--- src/smd5_pkg.sv ---
// Package for the seeded MD5 hash engine.
// Holds the MD5 initial values, seed multipliers, round tables and the queue entry type.
package smd5_pkg;

   localparam logic [31:0] IV0 = 32'h67452301;
   localparam logic [31:0] IV1 = 32'hefcdab89;
   localparam logic [31:0] IV2 = 32'h98badcfe;
   localparam logic [31:0] IV3 = 32'h10325476;
   localparam logic [6:0]  MUL0 = 7'd11;
   localparam logic [6:0]  MUL1 = 7'd71;
   localparam logic [6:0]  MUL2 = 7'd37;
   localparam logic [6:0]  MUL3 = 7'd97;
   localparam logic [7:0]  PAD_BYTE = 8'h80;
   localparam logic [5:0]  LEN_POS = 6'd56;

   typedef struct packed {
      logic [7:0] data_byte;
      logic       byte_valid;
      logic       end_of_message;
   } item_type;

   function automatic logic [31:0] round_const(input logic [5:0] i);
      logic [31:0] k;
      case (i)
         6'd0: k = 32'hd76aa478;  6'd1: k = 32'he8c7b756;  6'd2: k = 32'h242070db;
         6'd3: k = 32'hc1bdceee;  6'd4: k = 32'hf57c0faf;  6'd5: k = 32'h4787c62a;
         6'd6: k = 32'ha8304613;  6'd7: k = 32'hfd469501;  6'd8: k = 32'h698098d8;
         6'd9: k = 32'h8b44f7af;  6'd10: k = 32'hffff5bb1; 6'd11: k = 32'h895cd7be;
         6'd12: k = 32'h6b901122; 6'd13: k = 32'hfd987193; 6'd14: k = 32'ha679438e;
         6'd15: k = 32'h49b40821; 6'd16: k = 32'hf61e2562; 6'd17: k = 32'hc040b340;
         6'd18: k = 32'h265e5a51; 6'd19: k = 32'he9b6c7aa; 6'd20: k = 32'hd62f105d;
         6'd21: k = 32'h02441453; 6'd22: k = 32'hd8a1e681; 6'd23: k = 32'he7d3fbc8;
         6'd24: k = 32'h21e1cde6; 6'd25: k = 32'hc33707d6; 6'd26: k = 32'hf4d50d87;
         6'd27: k = 32'h455a14ed; 6'd28: k = 32'ha9e3e905; 6'd29: k = 32'hfcefa3f8;
         6'd30: k = 32'h676f02d9; 6'd31: k = 32'h8d2a4c8a; 6'd32: k = 32'hfffa3942;
         6'd33: k = 32'h8771f681; 6'd34: k = 32'h6d9d6122; 6'd35: k = 32'hfde5380c;
         6'd36: k = 32'ha4beea44; 6'd37: k = 32'h4bdecfa9; 6'd38: k = 32'hf6bb4b60;
         6'd39: k = 32'hbebfbc70; 6'd40: k = 32'h289b7ec6; 6'd41: k = 32'heaa127fa;
         6'd42: k = 32'hd4ef3085; 6'd43: k = 32'h04881d05; 6'd44: k = 32'hd9d4d039;
         6'd45: k = 32'he6db99e5; 6'd46: k = 32'h1fa27cf8; 6'd47: k = 32'hc4ac5665;
         6'd48: k = 32'hf4292244; 6'd49: k = 32'h432aff97; 6'd50: k = 32'hab9423a7;
         6'd51: k = 32'hfc93a039; 6'd52: k = 32'h655b59c3; 6'd53: k = 32'h8f0ccc92;
         6'd54: k = 32'hffeff47d; 6'd55: k = 32'h85845dd1; 6'd56: k = 32'h6fa87e4f;
         6'd57: k = 32'hfe2ce6e0; 6'd58: k = 32'ha3014314; 6'd59: k = 32'h4e0811a1;
         6'd60: k = 32'hf7537e82; 6'd61: k = 32'hbd3af235; 6'd62: k = 32'h2ad7d2bb;
         default: k = 32'heb86d391;
      endcase
      return k;
   endfunction

   function automatic logic [4:0] rot_amount(input logic [3:0] j);
      logic [4:0] s;
      case (j)
         4'd0: s = 5'd7;   4'd1: s = 5'd12;  4'd2: s = 5'd17;  4'd3: s = 5'd22;
         4'd4: s = 5'd5;   4'd5: s = 5'd9;   4'd6: s = 5'd14;  4'd7: s = 5'd20;
         4'd8: s = 5'd4;   4'd9: s = 5'd11;  4'd10: s = 5'd16; 4'd11: s = 5'd23;
         4'd12: s = 5'd6;  4'd13: s = 5'd10; 4'd14: s = 5'd15; default: s = 5'd21;
      endcase
      return s;
   endfunction

endpackage

--- src/smd5_ram.sv ---
// Generic simple dual-port RAM (one write port, one read port) with registered read.
// No dependencies.
module smd5_ram #(
   parameter int WIDTH = 8,
   parameter int DEPTH = 64
) (
   input  logic                     clock,
   input  logic                     wr_en,
   input  logic [$clog2(DEPTH)-1:0] wr_addr,
   input  logic [WIDTH-1:0]         wr_data,
   input  logic [$clog2(DEPTH)-1:0] rd_addr,
   output logic [WIDTH-1:0]         rd_data
);
   logic [WIDTH-1:0] mem_ff [DEPTH];

   always_ff @(posedge clock) begin
      if (wr_en) begin
         mem_ff[wr_addr] <= wr_data;
      end
      rd_data <= mem_ff[rd_addr];
   end
endmodule

--- src/smd5_queue.sv ---
// Two-entry queue between the request front end and the hash back end.
// Depends on smd5_pkg for the entry type.
module smd5_queue (
   input  logic               clock,
   input  logic               reset,
   input  logic               in_valid,
   output logic               in_ready,
   input  smd5_pkg::item_type in_item,
   output logic               out_valid,
   input  logic               out_ready,
   output smd5_pkg::item_type out_item
);
   smd5_pkg::item_type slot_ff [2];
   logic               wr_ptr_ff, wr_ptr_in, rd_ptr_ff, rd_ptr_in;
   logic [1:0]         count_ff, count_in;
   logic               push, pop;

   assign in_ready  = (count_ff != 2'd2);
   assign out_valid = (count_ff != 2'd0);
   assign out_item  = slot_ff[rd_ptr_ff];
   assign push      = in_valid && in_ready;
   assign pop       = out_valid && out_ready;

   always_comb begin
      wr_ptr_in = push ? !wr_ptr_ff : wr_ptr_ff;
      rd_ptr_in = pop ? !rd_ptr_ff : rd_ptr_ff;
      count_in  = count_ff + {1'b0, push} - {1'b0, pop};
   end

   always_ff @(posedge clock) begin
      if (push) begin
         slot_ff[wr_ptr_ff] <= in_item;
      end
      if (reset) begin
         wr_ptr_ff <= 1'b0;
         rd_ptr_ff <= 1'b0;
         count_ff  <= 2'd0;
      end else begin
         wr_ptr_ff <= wr_ptr_in;
         rd_ptr_ff <= rd_ptr_in;
         count_ff  <= count_in;
      end
   end
endmodule

--- src/smd5_back.sv ---
// Hash back end: block buffer, padding sequencer, one MD5 round per cycle, digest output.
// Depends on smd5_pkg and smd5_ram.
module smd5_back (
   input  logic               clock,
   input  logic               reset,
   input  logic               cfg_we,
   input  logic [31:0]        seed,
   input  logic               in_valid,
   output logic               in_ready,
   input  smd5_pkg::item_type in_item,
   output logic               out_valid,
   input  logic               out_ready,
   output logic [31:0]        out_word,
   output logic [1:0]         out_index
);
   typedef enum logic [2:0] {
      S_IDLE, S_LOAD, S_ROUND, S_FOLD, S_PAD, S_EMIT
   } state_type;

   state_type   state_ff;
   logic [5:0]  fill_ff;
   logic [63:0] bits_ff, len_ff;
   logic [31:0] h_ff [4];
   logic [31:0] m_ff [16];
   logic [31:0] a_ff, b_ff, c_ff, d_ff;
   logic [5:0]  cnt_ff;
   logic        closing_ff, pad_ff, lenblk_ff;
   logic [1:0]  widx_ff;
   logic [31:0] seed_ff;
   logic        reload_ff;

   logic        ram_we;
   logic [5:0]  ram_wa, ram_ra;
   logic [7:0]  ram_wd, ram_rd;
   logic [5:0]  round;
   logic [31:0] f, t, sum, rot;
   logic [3:0]  g;
   logic [4:0]  sh;
   logic [7:0]  pad_data;

   smd5_ram #(.WIDTH(8), .DEPTH(64)) u_buf (
      .clock(clock), .wr_en(ram_we), .wr_addr(ram_wa), .wr_data(ram_wd),
      .rd_addr(ram_ra), .rd_data(ram_rd)
   );

   assign round = cnt_ff;
   assign ram_ra = cnt_ff;

   always_comb begin
      case (round[5:4])
         2'd0: begin
            f = (b_ff & c_ff) | (~b_ff & d_ff);
            g = round[3:0];
         end
         2'd1: begin
            f = (b_ff & d_ff) | (c_ff & ~d_ff);
            g = 4'(round[3:0] * 4'd5 + 4'd1);
         end
         2'd2: begin
            f = b_ff ^ c_ff ^ d_ff;
            g = 4'(round[3:0] * 4'd3 + 4'd5);
         end
         default: begin
            f = c_ff ^ (b_ff | ~d_ff);
            g = 4'(round[3:0] * 4'd7);
         end
      endcase
      sh  = smd5_pkg::rot_amount({round[5:4], round[1:0]});
      t   = a_ff + f + m_ff[g] + smd5_pkg::round_const(round);
      rot = (t << sh) | (t >> (6'd32 - {1'b0, sh}));
      sum = b_ff + rot;
   end

   always_comb begin
      if (!pad_ff) begin
         pad_data = smd5_pkg::PAD_BYTE;
      end else if (lenblk_ff && fill_ff >= smd5_pkg::LEN_POS) begin
         pad_data = len_ff[{fill_ff[2:0], 3'b000} +: 8];
      end else begin
         pad_data = 8'h00;
      end
   end

   assign in_ready  = (state_ff == S_IDLE) && !reload_ff;
   assign out_valid = (state_ff == S_EMIT);
   assign out_word  = h_ff[widx_ff];
   assign out_index = widx_ff;

   always_comb begin
      ram_we = 1'b0;
      ram_wa = fill_ff;
      ram_wd = in_item.data_byte;
      if (state_ff == S_IDLE && in_valid && in_ready && in_item.byte_valid) begin
         ram_we = 1'b1;
      end else if (state_ff == S_PAD) begin
         ram_we = 1'b1;
         ram_wd = pad_data;
      end
   end

   always_ff @(posedge clock) begin
      if (reset) begin
         state_ff   <= S_IDLE;
         fill_ff    <= 6'd0;
         bits_ff    <= 64'd0;
         closing_ff <= 1'b0;
         pad_ff     <= 1'b0;
         lenblk_ff  <= 1'b0;
         widx_ff    <= 2'd0;
         cnt_ff     <= 6'd0;
         seed_ff    <= 32'd0;
         reload_ff  <= 1'b1;
      end else begin
         if (cfg_we) begin
            seed_ff   <= seed;
            reload_ff <= 1'b1;
         end
         case (state_ff)
            S_IDLE: begin
               if (reload_ff && !cfg_we) begin
                  reload_ff <= 1'b0;
                  fill_ff   <= 6'd0;
                  bits_ff   <= 64'd0;
                  h_ff[0]   <= 32'(seed_ff * 32'(smd5_pkg::MUL0)) + smd5_pkg::IV0;
                  h_ff[1]   <= 32'(seed_ff * 32'(smd5_pkg::MUL1)) + smd5_pkg::IV1;
                  h_ff[2]   <= 32'(seed_ff * 32'(smd5_pkg::MUL2)) + smd5_pkg::IV2;
                  h_ff[3]   <= 32'(seed_ff * 32'(smd5_pkg::MUL3)) + smd5_pkg::IV3;
               end else if (in_valid && in_ready) begin
                  closing_ff <= in_item.end_of_message;
                  pad_ff     <= 1'b0;
                  lenblk_ff  <= 1'b0;
                  if (in_item.byte_valid) begin
                     fill_ff <= fill_ff + 6'd1;
                     bits_ff <= bits_ff + 64'd8;
                     len_ff  <= bits_ff + 64'd8;
                  end else begin
                     len_ff <= bits_ff;
                  end
                  if (in_item.byte_valid && fill_ff == 6'd63) begin
                     cnt_ff   <= 6'd0;
                     state_ff <= S_LOAD;
                  end else if (in_item.end_of_message) begin
                     state_ff <= S_PAD;
                  end
               end
            end
            S_PAD: begin
               pad_ff  <= 1'b1;
               if (!pad_ff && fill_ff < smd5_pkg::LEN_POS) begin
                  lenblk_ff <= 1'b1;
               end
               fill_ff <= fill_ff + 6'd1;
               if (fill_ff == 6'd63) begin
                  cnt_ff   <= 6'd0;
                  state_ff <= S_LOAD;
               end
            end
            S_LOAD: begin
               cnt_ff <= cnt_ff + 6'd1;
               if (cnt_ff != 6'd0) begin
                  m_ff[cnt_ff[5:2] - 4'd1 + (cnt_ff[1:0] == 2'd0 ? 4'd0 : 4'd1)]
                     [{cnt_ff[1:0] - 2'd1, 3'b000} +: 8] <= ram_rd;
               end
               if (cnt_ff == 6'd63) begin
                  state_ff <= S_ROUND;
               end
               a_ff <= h_ff[0];
               b_ff <= h_ff[1];
               c_ff <= h_ff[2];
               d_ff <= h_ff[3];
            end
            S_ROUND: begin
               if (cnt_ff == 6'd0) begin
                  m_ff[15][31:24] <= ram_rd;
               end
               a_ff   <= d_ff;
               d_ff   <= c_ff;
               c_ff   <= b_ff;
               b_ff   <= sum;
               cnt_ff <= cnt_ff + 6'd1;
               if (cnt_ff == 6'd63) begin
                  state_ff <= S_FOLD;
               end
            end
            S_FOLD: begin
               h_ff[0] <= h_ff[0] + a_ff;
               h_ff[1] <= h_ff[1] + b_ff;
               h_ff[2] <= h_ff[2] + c_ff;
               h_ff[3] <= h_ff[3] + d_ff;
               if (closing_ff && lenblk_ff) begin
                  widx_ff  <= 2'd0;
                  state_ff <= S_EMIT;
               end else if (closing_ff) begin
                  if (pad_ff) begin
                     lenblk_ff <= 1'b1;
                  end
                  state_ff <= S_PAD;
               end else begin
                  state_ff <= S_IDLE;
               end
            end
            S_EMIT: begin
               if (out_ready) begin
                  widx_ff <= widx_ff + 2'd1;
                  if (widx_ff == 2'd3) begin
                     reload_ff <= 1'b1;
                     state_ff  <= S_IDLE;
                  end
               end
            end
            default: state_ff <= S_IDLE;
         endcase
      end
   end
endmodule

--- src/seeded_md5_hash_engine_core.sv ---
// Top level of the seeded MD5 hash engine: request front end, queue, hash back end.
// Depends on smd5_pkg, smd5_queue, smd5_back and smd5_ram.
//
//   channel  direction  tdata                       tuser / tlast
//   req      in         data_byte[7:0]              tuser[0] byte_valid, tlast end_of_message
//   rsp      out        digest_word[31:0]           tuser[1:0] word_index, tlast last_word
//   csr      in         seed[31:0]                  none
//
// A request is stored in a queue slot and then taken by the back end. A filled block is
// read from the block buffer one byte at a time, run through 64 rounds on the single round
// unit and folded into the chain words. End of message writes one padding byte per cycle
// to the end of the block and runs one or two more blocks, then sends four digest words,
// one per cycle while rsp_tready is high, and reloads the chain words from the seed. Reset
// is synchronous; the chain words load from the seed in an idle cycle with no seed write.
// The queue takes requests while the back end works or rsp stalls, until it holds two.
module seeded_md5_hash_engine_core (
   input  logic        clock,
   input  logic        reset,
   input  logic        req_tvalid,
   output logic        req_tready,
   input  logic [7:0]  req_tdata,   // data_byte
   input  logic        req_tuser,   // byte_valid
   input  logic        req_tlast,   // end_of_message
   output logic        rsp_tvalid,
   input  logic        rsp_tready,
   output logic [31:0] rsp_tdata,   // digest_word
   output logic [1:0]  rsp_tuser,   // word_index
   output logic        rsp_tlast,   // last_word
   input  logic        csr_valid,
   output logic        csr_ready,
   input  logic [31:0] csr_data     // seed
);
   smd5_pkg::item_type req_item, q_item;
   logic q_valid, q_ready;

   assign req_item = '{data_byte: req_tdata, byte_valid: req_tuser, end_of_message: req_tlast};
   assign csr_ready = 1'b1;

   smd5_queue u_queue (
      .clock(clock), .reset(reset),
      .in_valid(req_tvalid), .in_ready(req_tready), .in_item(req_item),
      .out_valid(q_valid), .out_ready(q_ready), .out_item(q_item)
   );

   smd5_back u_back (
      .clock(clock), .reset(reset),
      .cfg_we(csr_valid && csr_ready), .seed(csr_data),
      .in_valid(q_valid), .in_ready(q_ready), .in_item(q_item),
      .out_valid(rsp_tvalid), .out_ready(rsp_tready),
      .out_word(rsp_tdata), .out_index(rsp_tuser)
   );

   assign rsp_tlast = (rsp_tuser == 2'd3);

   a_last_index: assert property (@(posedge clock) disable iff (reset)
      rsp_tvalid && rsp_tlast |-> rsp_tuser == 2'd3) else $error("last flag off index");
   a_word_order: assert property (@(posedge clock) disable iff (reset)
      rsp_tvalid && rsp_tready && !rsp_tlast |=>
         rsp_tvalid && rsp_tuser == $past(rsp_tuser) + 2'd1)
      else $error("digest words out of order");
   a_no_take_busy: assert property (@(posedge clock) disable iff (reset)
      rsp_tvalid |-> !q_ready) else $error("back end took a request while emitting");
endmodule
--- config.mk ---
export PLATFORM = sky130hd
export DESIGN_NAME = seeded_md5_hash_engine_core
export DESIGN_NICKNAME = d
export VERILOG_FILES = /design/src/smd5_pkg.sv /design/src/smd5_ram.sv /design/src/smd5_queue.sv /design/src/smd5_back.sv /design/src/seeded_md5_hash_engine_core.sv
export SDC_FILE = /design/constraint.sdc
export NUM_CORES = 2
export LEC_CHECK = 0
export BUFFER_PORTS_ARGS = -buffer_cell sky130_fd_sc_hd__buf_2
export CAP_MARGIN = 20
export CORE_MARGIN = 10
export CORE_UTILIZATION = 60
export DETAILED_ROUTE_END_ITERATION = 8
export GPL_TIMING_DRIVEN = 1
export PLACE_DENSITY = 0.73
export SLEW_MARGIN = 20
export SYNTH_ARGS = -nofsm -noshare
export SYNTH_HDL_FRONTEND = slang
export SYNTH_SLANG_ARGS = --single-unit
export TNS_END_PERCENT = 1
--- constraint.sdc ---
create_clock -name clock -period 21.4 [get_ports clock]
set_clock_uncertainty 0.15 [all_clocks]
set_input_delay 0 -clock clock [delete_from_list [all_inputs] [get_ports clock]]
set_output_delay 0 -clock clock [all_outputs]
set_load 0.02 [all_outputs]
==> impl_summary.log <==
INFO  metric ys_top_cells_by_area = sky130_fd_sc_hd__edfxtp_1, sky130_fd_sc_hd__mux4_2, sky130_fd_sc_hd__ha_1
INFO  metric dp.final_hpwl = around 190 mm
INFO  metric clk-insertion-delay-late = ~0.84 ns
INFO  metric cts.htree.levels = 4
INFO  metric yosysMostFrequentCell = sky130_fd_sc_hd__edfxtp_1
INFO  metric synth.top_cell.area_share = 43.5%
INFO  metric syn-cell-area = about 0.094 mm2
INFO  metric crit_path_max_incr_delay = ~0.95 ns
INFO  metric endpoint_kind = register
INFO  metric synth.cells.most_frequent = sky130_fd_sc_hd__edfxtp_1, sky130_fd_sc_hd__nand2_1, sky130_fd_sc_hd__inv_1
INFO  metric crit_required = approximately 22 ns
INFO  metric period_needed = 13.84 ns
INFO  metric syn-instance-count = 8230
INFO  metric synth.lib_cells_used.distinct = 97
INFO  metric synth_edf_count = 1361
INFO  metric post_cts_resized = 0
INFO  metric antenna_found_initial = 6
INFO  metric final_net_count = 9130
INFO  metric final.fill_count = 11.5k
INFO  metric sequentialPowerShare = between 40% and 50%
INFO  metric first_global_vias = between 60k and 70k
INFO  metric via_count = 68.4k
INFO  metric synthSimpleGateAreaFrac = 10.2%
INFO  metric synth-async-reset-ratio = 0%
INFO  metric floorplan.io_pins = 85
INFO  metric drt.antenna.violating_nets = 0
INFO  metric final_setup_violation_count = 0
INFO  metric clk_pin_slew = 0.06 ns
INFO  metric cts-buffers-inserted = 159
INFO  metric synth_flop_cell = sky130_fd_sc_hd__edfxtp_1
INFO  metric outcome = finished, final reports clean
INFO  metric synth-adder-area-share = about an eighth
INFO  metric max_clock_freq = 72.2 MHz
INFO  metric slew_viol_final = 0
INFO  metric rsz0062_at_grt = no
INFO  metric via_count_normalized_by_instance_count = 6.53
INFO  metric netSwitchingFraction = 32.6%
INFO  metric drt_first_pass_iters = 8
INFO  metric final_hold_viol_count = 0
INFO  metric intPower = 5.95 mW
INFO  metric slew_headroom = 19.6%
INFO  metric synth_top_family_by_area = adder cells
INFO  metric postCtsSetupRepairBufs = 0
INFO  metric pre_cts_ws = 7.78 ns
INFO  metric critical-path-slowest-cell = sky130_fd_sc_hd__dfxtp_4
INFO  metric fin_tns_setup = 0 ns
INFO  metric floorplan.die.height = 416 um
INFO  metric grt_remaining_overflow = 0
INFO  metric total_switching_power = between 2 and 3 mW
INFO  metric synth_largest_area_cell = sky130_fd_sc_hd__edfxtp_1
INFO  metric seq_area_frac_synth = 47.0%
INFO  metric grt_first_pass_wirelength = 415 mm
INFO  metric layout_worst_path_cycle_share = 64.7%
INFO  metric yosysWarnings = 0
INFO  metric critical_path.max_fanout = 50
INFO  metric dieArea = 0.173 mm2
INFO  metric worst-slew-pin-transition = 1.19 ns
INFO  metric cts_tree = built
INFO  metric cap_viol_max_count = 0
INFO  metric clock_sinks = 1527
INFO  metric cts_hold_buf = 127
INFO  metric p_leak = 39.0 nW
INFO  metric cp-start-kind = register
INFO  metric drt_initial_violations = roughly 7.9k
INFO  metric placed_cell_area = 0.0964 mm2
INFO  metric synth.avg_cell_area = 11.4 um2
INFO  metric drive_gt1_share = 10.8%
INFO  metric power.share.clock = between 30% and 40%
INFO  metric groute.usage.overall = 31.1%
INFO  metric power.ir.vdd_worst = 0.120 mV
INFO  metric die_w = between 400 and 500 um
INFO  metric area_delta_synth_final = 9.38%
INFO  metric core.rowCount = 145
INFO  metric core_region_area = 0.156 mm2
INFO  metric worst_hold_path_type = input port to register
INFO  metric buffer_ports.inserted = 83
INFO  metric root_buffer = sky130_fd_sc_hd__clkbuf_16
INFO  metric post-route-worst-setup-slack = 7.56 ns
INFO  metric pin_count_of_the_biggest_net_entering_global_routing = 103
INFO  metric final_util = 65.9%
INFO  metric routedWlPerCell = 26.2 um
INFO  metric initial_core_util = between 60% and 70%
INFO  metric wl_final = 274 mm
INFO  metric combinationalPowerShare = 27.6%
INFO  metric place.gp.congestion = 0.979
INFO  metric clock_path_buffers = 3
INFO  metric synth_xor_xnor_area_share = 3.52%
INFO  metric drt_drc = 0
INFO  metric synth_compound_area_share = between 10% and 20%
INFO  metric synth_nets = ~9.1k
INFO  metric postLayoutCellArea = approximately 0.10 mm2
INFO  metric synth.ff_latch_count = 1527
INFO  metric pwr_density_cell = 85.8 mW/mm2
INFO  metric crit_arrival = between 10 and 15 ns
INFO  metric mux_cell_area_share_after_synthesis = 9.89%
INFO  metric setup.worst_path.class = register to register
[layout make-up]
type	instances	area, um2	share of cell area [%]
Antenna cell	2	5.00	0.00487
Clock buffer	196	4230	4.11
Clock inverter	95	898	0.873
Inverter	704	2640	2.57
Multi-Input combinational cell	5607	46000	44.7
Sequential cell	1527	44200	43.0
Tap cell	2058	2570	2.50
Timing Repair Buffer	297	2350	2.28
[final timing paths]
path	from	end	slack [ns]	cells past startpoint
setup / recovery	u_back.cnt_ff[0]	u_back.b_ff[30]	7.56	42
hold / removal	rsp_tready	register	0.17	5
hold reg to reg	u_back.bits_ff[58]	u_back.bits_ff[58]	0.33	1
setup reg to reg	u_back.cnt_ff[0]	u_back.b_ff[30]	7.56	42
[cell usage in the layout, fill, tap and decap left out, types with 105 or more instances in the layout]
| cell type | instances |
|---|---|
| sky130_fd_sc_hd__nor2_1 | 668 |
| sky130_fd_sc_hd__a21oi_1 | 457 |
| sky130_fd_sc_hd__clkbuf_16 | 162 |
| sky130_fd_sc_hd__nor3_1 | 129 |
| sky130_fd_sc_hd__inv_1 | 694 |
| sky130_fd_sc_hd__xor2_1 | 179 |
| sky130_fd_sc_hd__edfxtp_1 | 1361 |
| sky130_fd_sc_hd__ha_1 | 543 |
| sky130_fd_sc_hd__nand3_1 | 148 |
| sky130_fd_sc_hd__fa_1 | 243 |
| sky130_fd_sc_hd__o21ai_0 | 396 |
| sky130_fd_sc_hd__a21o_1 | 110 |
| sky130_fd_sc_hd__mux2i_1 | 105 |
| sky130_fd_sc_hd__dfxtp_1 | 158 |
| sky130_fd_sc_hd__a31oi_1 | 141 |
| sky130_fd_sc_hd__nand2_1 | 734 |
| sky130_fd_sc_hd__mux4_2 | 345 |
| sky130_fd_sc_hd__xnor2_1 | 189 |
| sky130_fd_sc_hd__dlygate4sd3_1 | 127 |
[per-layer routing]
| layer | up-vias | share of wire, % | global-route usage, % |
|---|---|---|---|
| met1 | 34000 | 40 | 42.1 |
| met5 | - | 0.013 | 0 |
| met2 | 3366 | 47 | 49.7 |
| li1 | 30500 | - | - |
| met3 | 599 | 8.1 | 4.88 |
| met4 | 4 | 4.9 | 13.8 |
[logic make-up (layout without fill, tap and decap cells)]
logic type / after synthesis / count (layout)
AOI/OAI and AO/OA: 1779 / 1779
adders and majority gates: 817 / 817
muxes: 492 / 492
other: 1 / 3
buffers and inverters: 1096 / 1292
xor gates and xnor gates: 375 / 375
DFF: 1527 / 1527
and+or+nand+nor: 2143 / 2143
[state kept, by name (all words and copies together), names as in the netlist, 5 cells and up, named ones only]
| name | count |
|---|---|
| u_back.cnt_ff | 6 |
| u_back.b_ff | 32 |
| u_queue.slot_ff | 20 |
| u_back.seed_ff | 32 |
| u_back.a_ff | 32 |
| u_back.bits_ff | 61 |
| u_back.h_ff | 128 |
| u_back.u_buf.mem_ff | 512 |
| u_back.u_buf.rd_data | 8 |
| u_back.fill_ff | 6 |
| u_back.c_ff | 32 |
| u_back.m_ff | 512 |
| u_back.d_ff | 32 |
| u_back.sh | 5 |
| u_back.len_ff | 61 |
[power by group through the flow]
stage          Clock [mW]  Sequential [mW]  Combinational (mW)
6_report             2.76             3.63                2.44
4_1_cts              2.78             3.63                2.40
5_1_grt              2.90             3.64                2.67
3_3_place_gp            0             3.69                2.31
3_5_place_dp            0             3.69                2.36
2_1_floorplan           0             3.65                1.67
[worst max-delay path, delay by kind of cell (launching register included)]
| kind | cells | cell delay [ns] |
|---|---|---|
| AOI/OAI and AO/OA | 21 | 5.77 |
| muxes | 2 | 0.65 |
| buffers and inverters | 6 | 1.94 |
| xor gates and xnor gates | 1 | 0.17 |
| adders and majority gates | 7 | 2.85 |
| DFF | 1 | 0.95 |
| and+or+nand+nor | 5 | 0.90 |
[through the flow]
stage / std cells / hold slack, ns / power [mW]
after CTS: 10500 / 0.110 / 8.81
after global routing: 10500 / 0.188 / 9.20
final: 10500 / 0.167 / 8.83
after detailed placement: 10100 / 0.0447 / 6.05
after floorplan: 8230 / -0.0511 / 5.32
after global placement: 10100 / 0.0410 / 5.99
No activity file was read; power rests on OpenSTA's default activity.
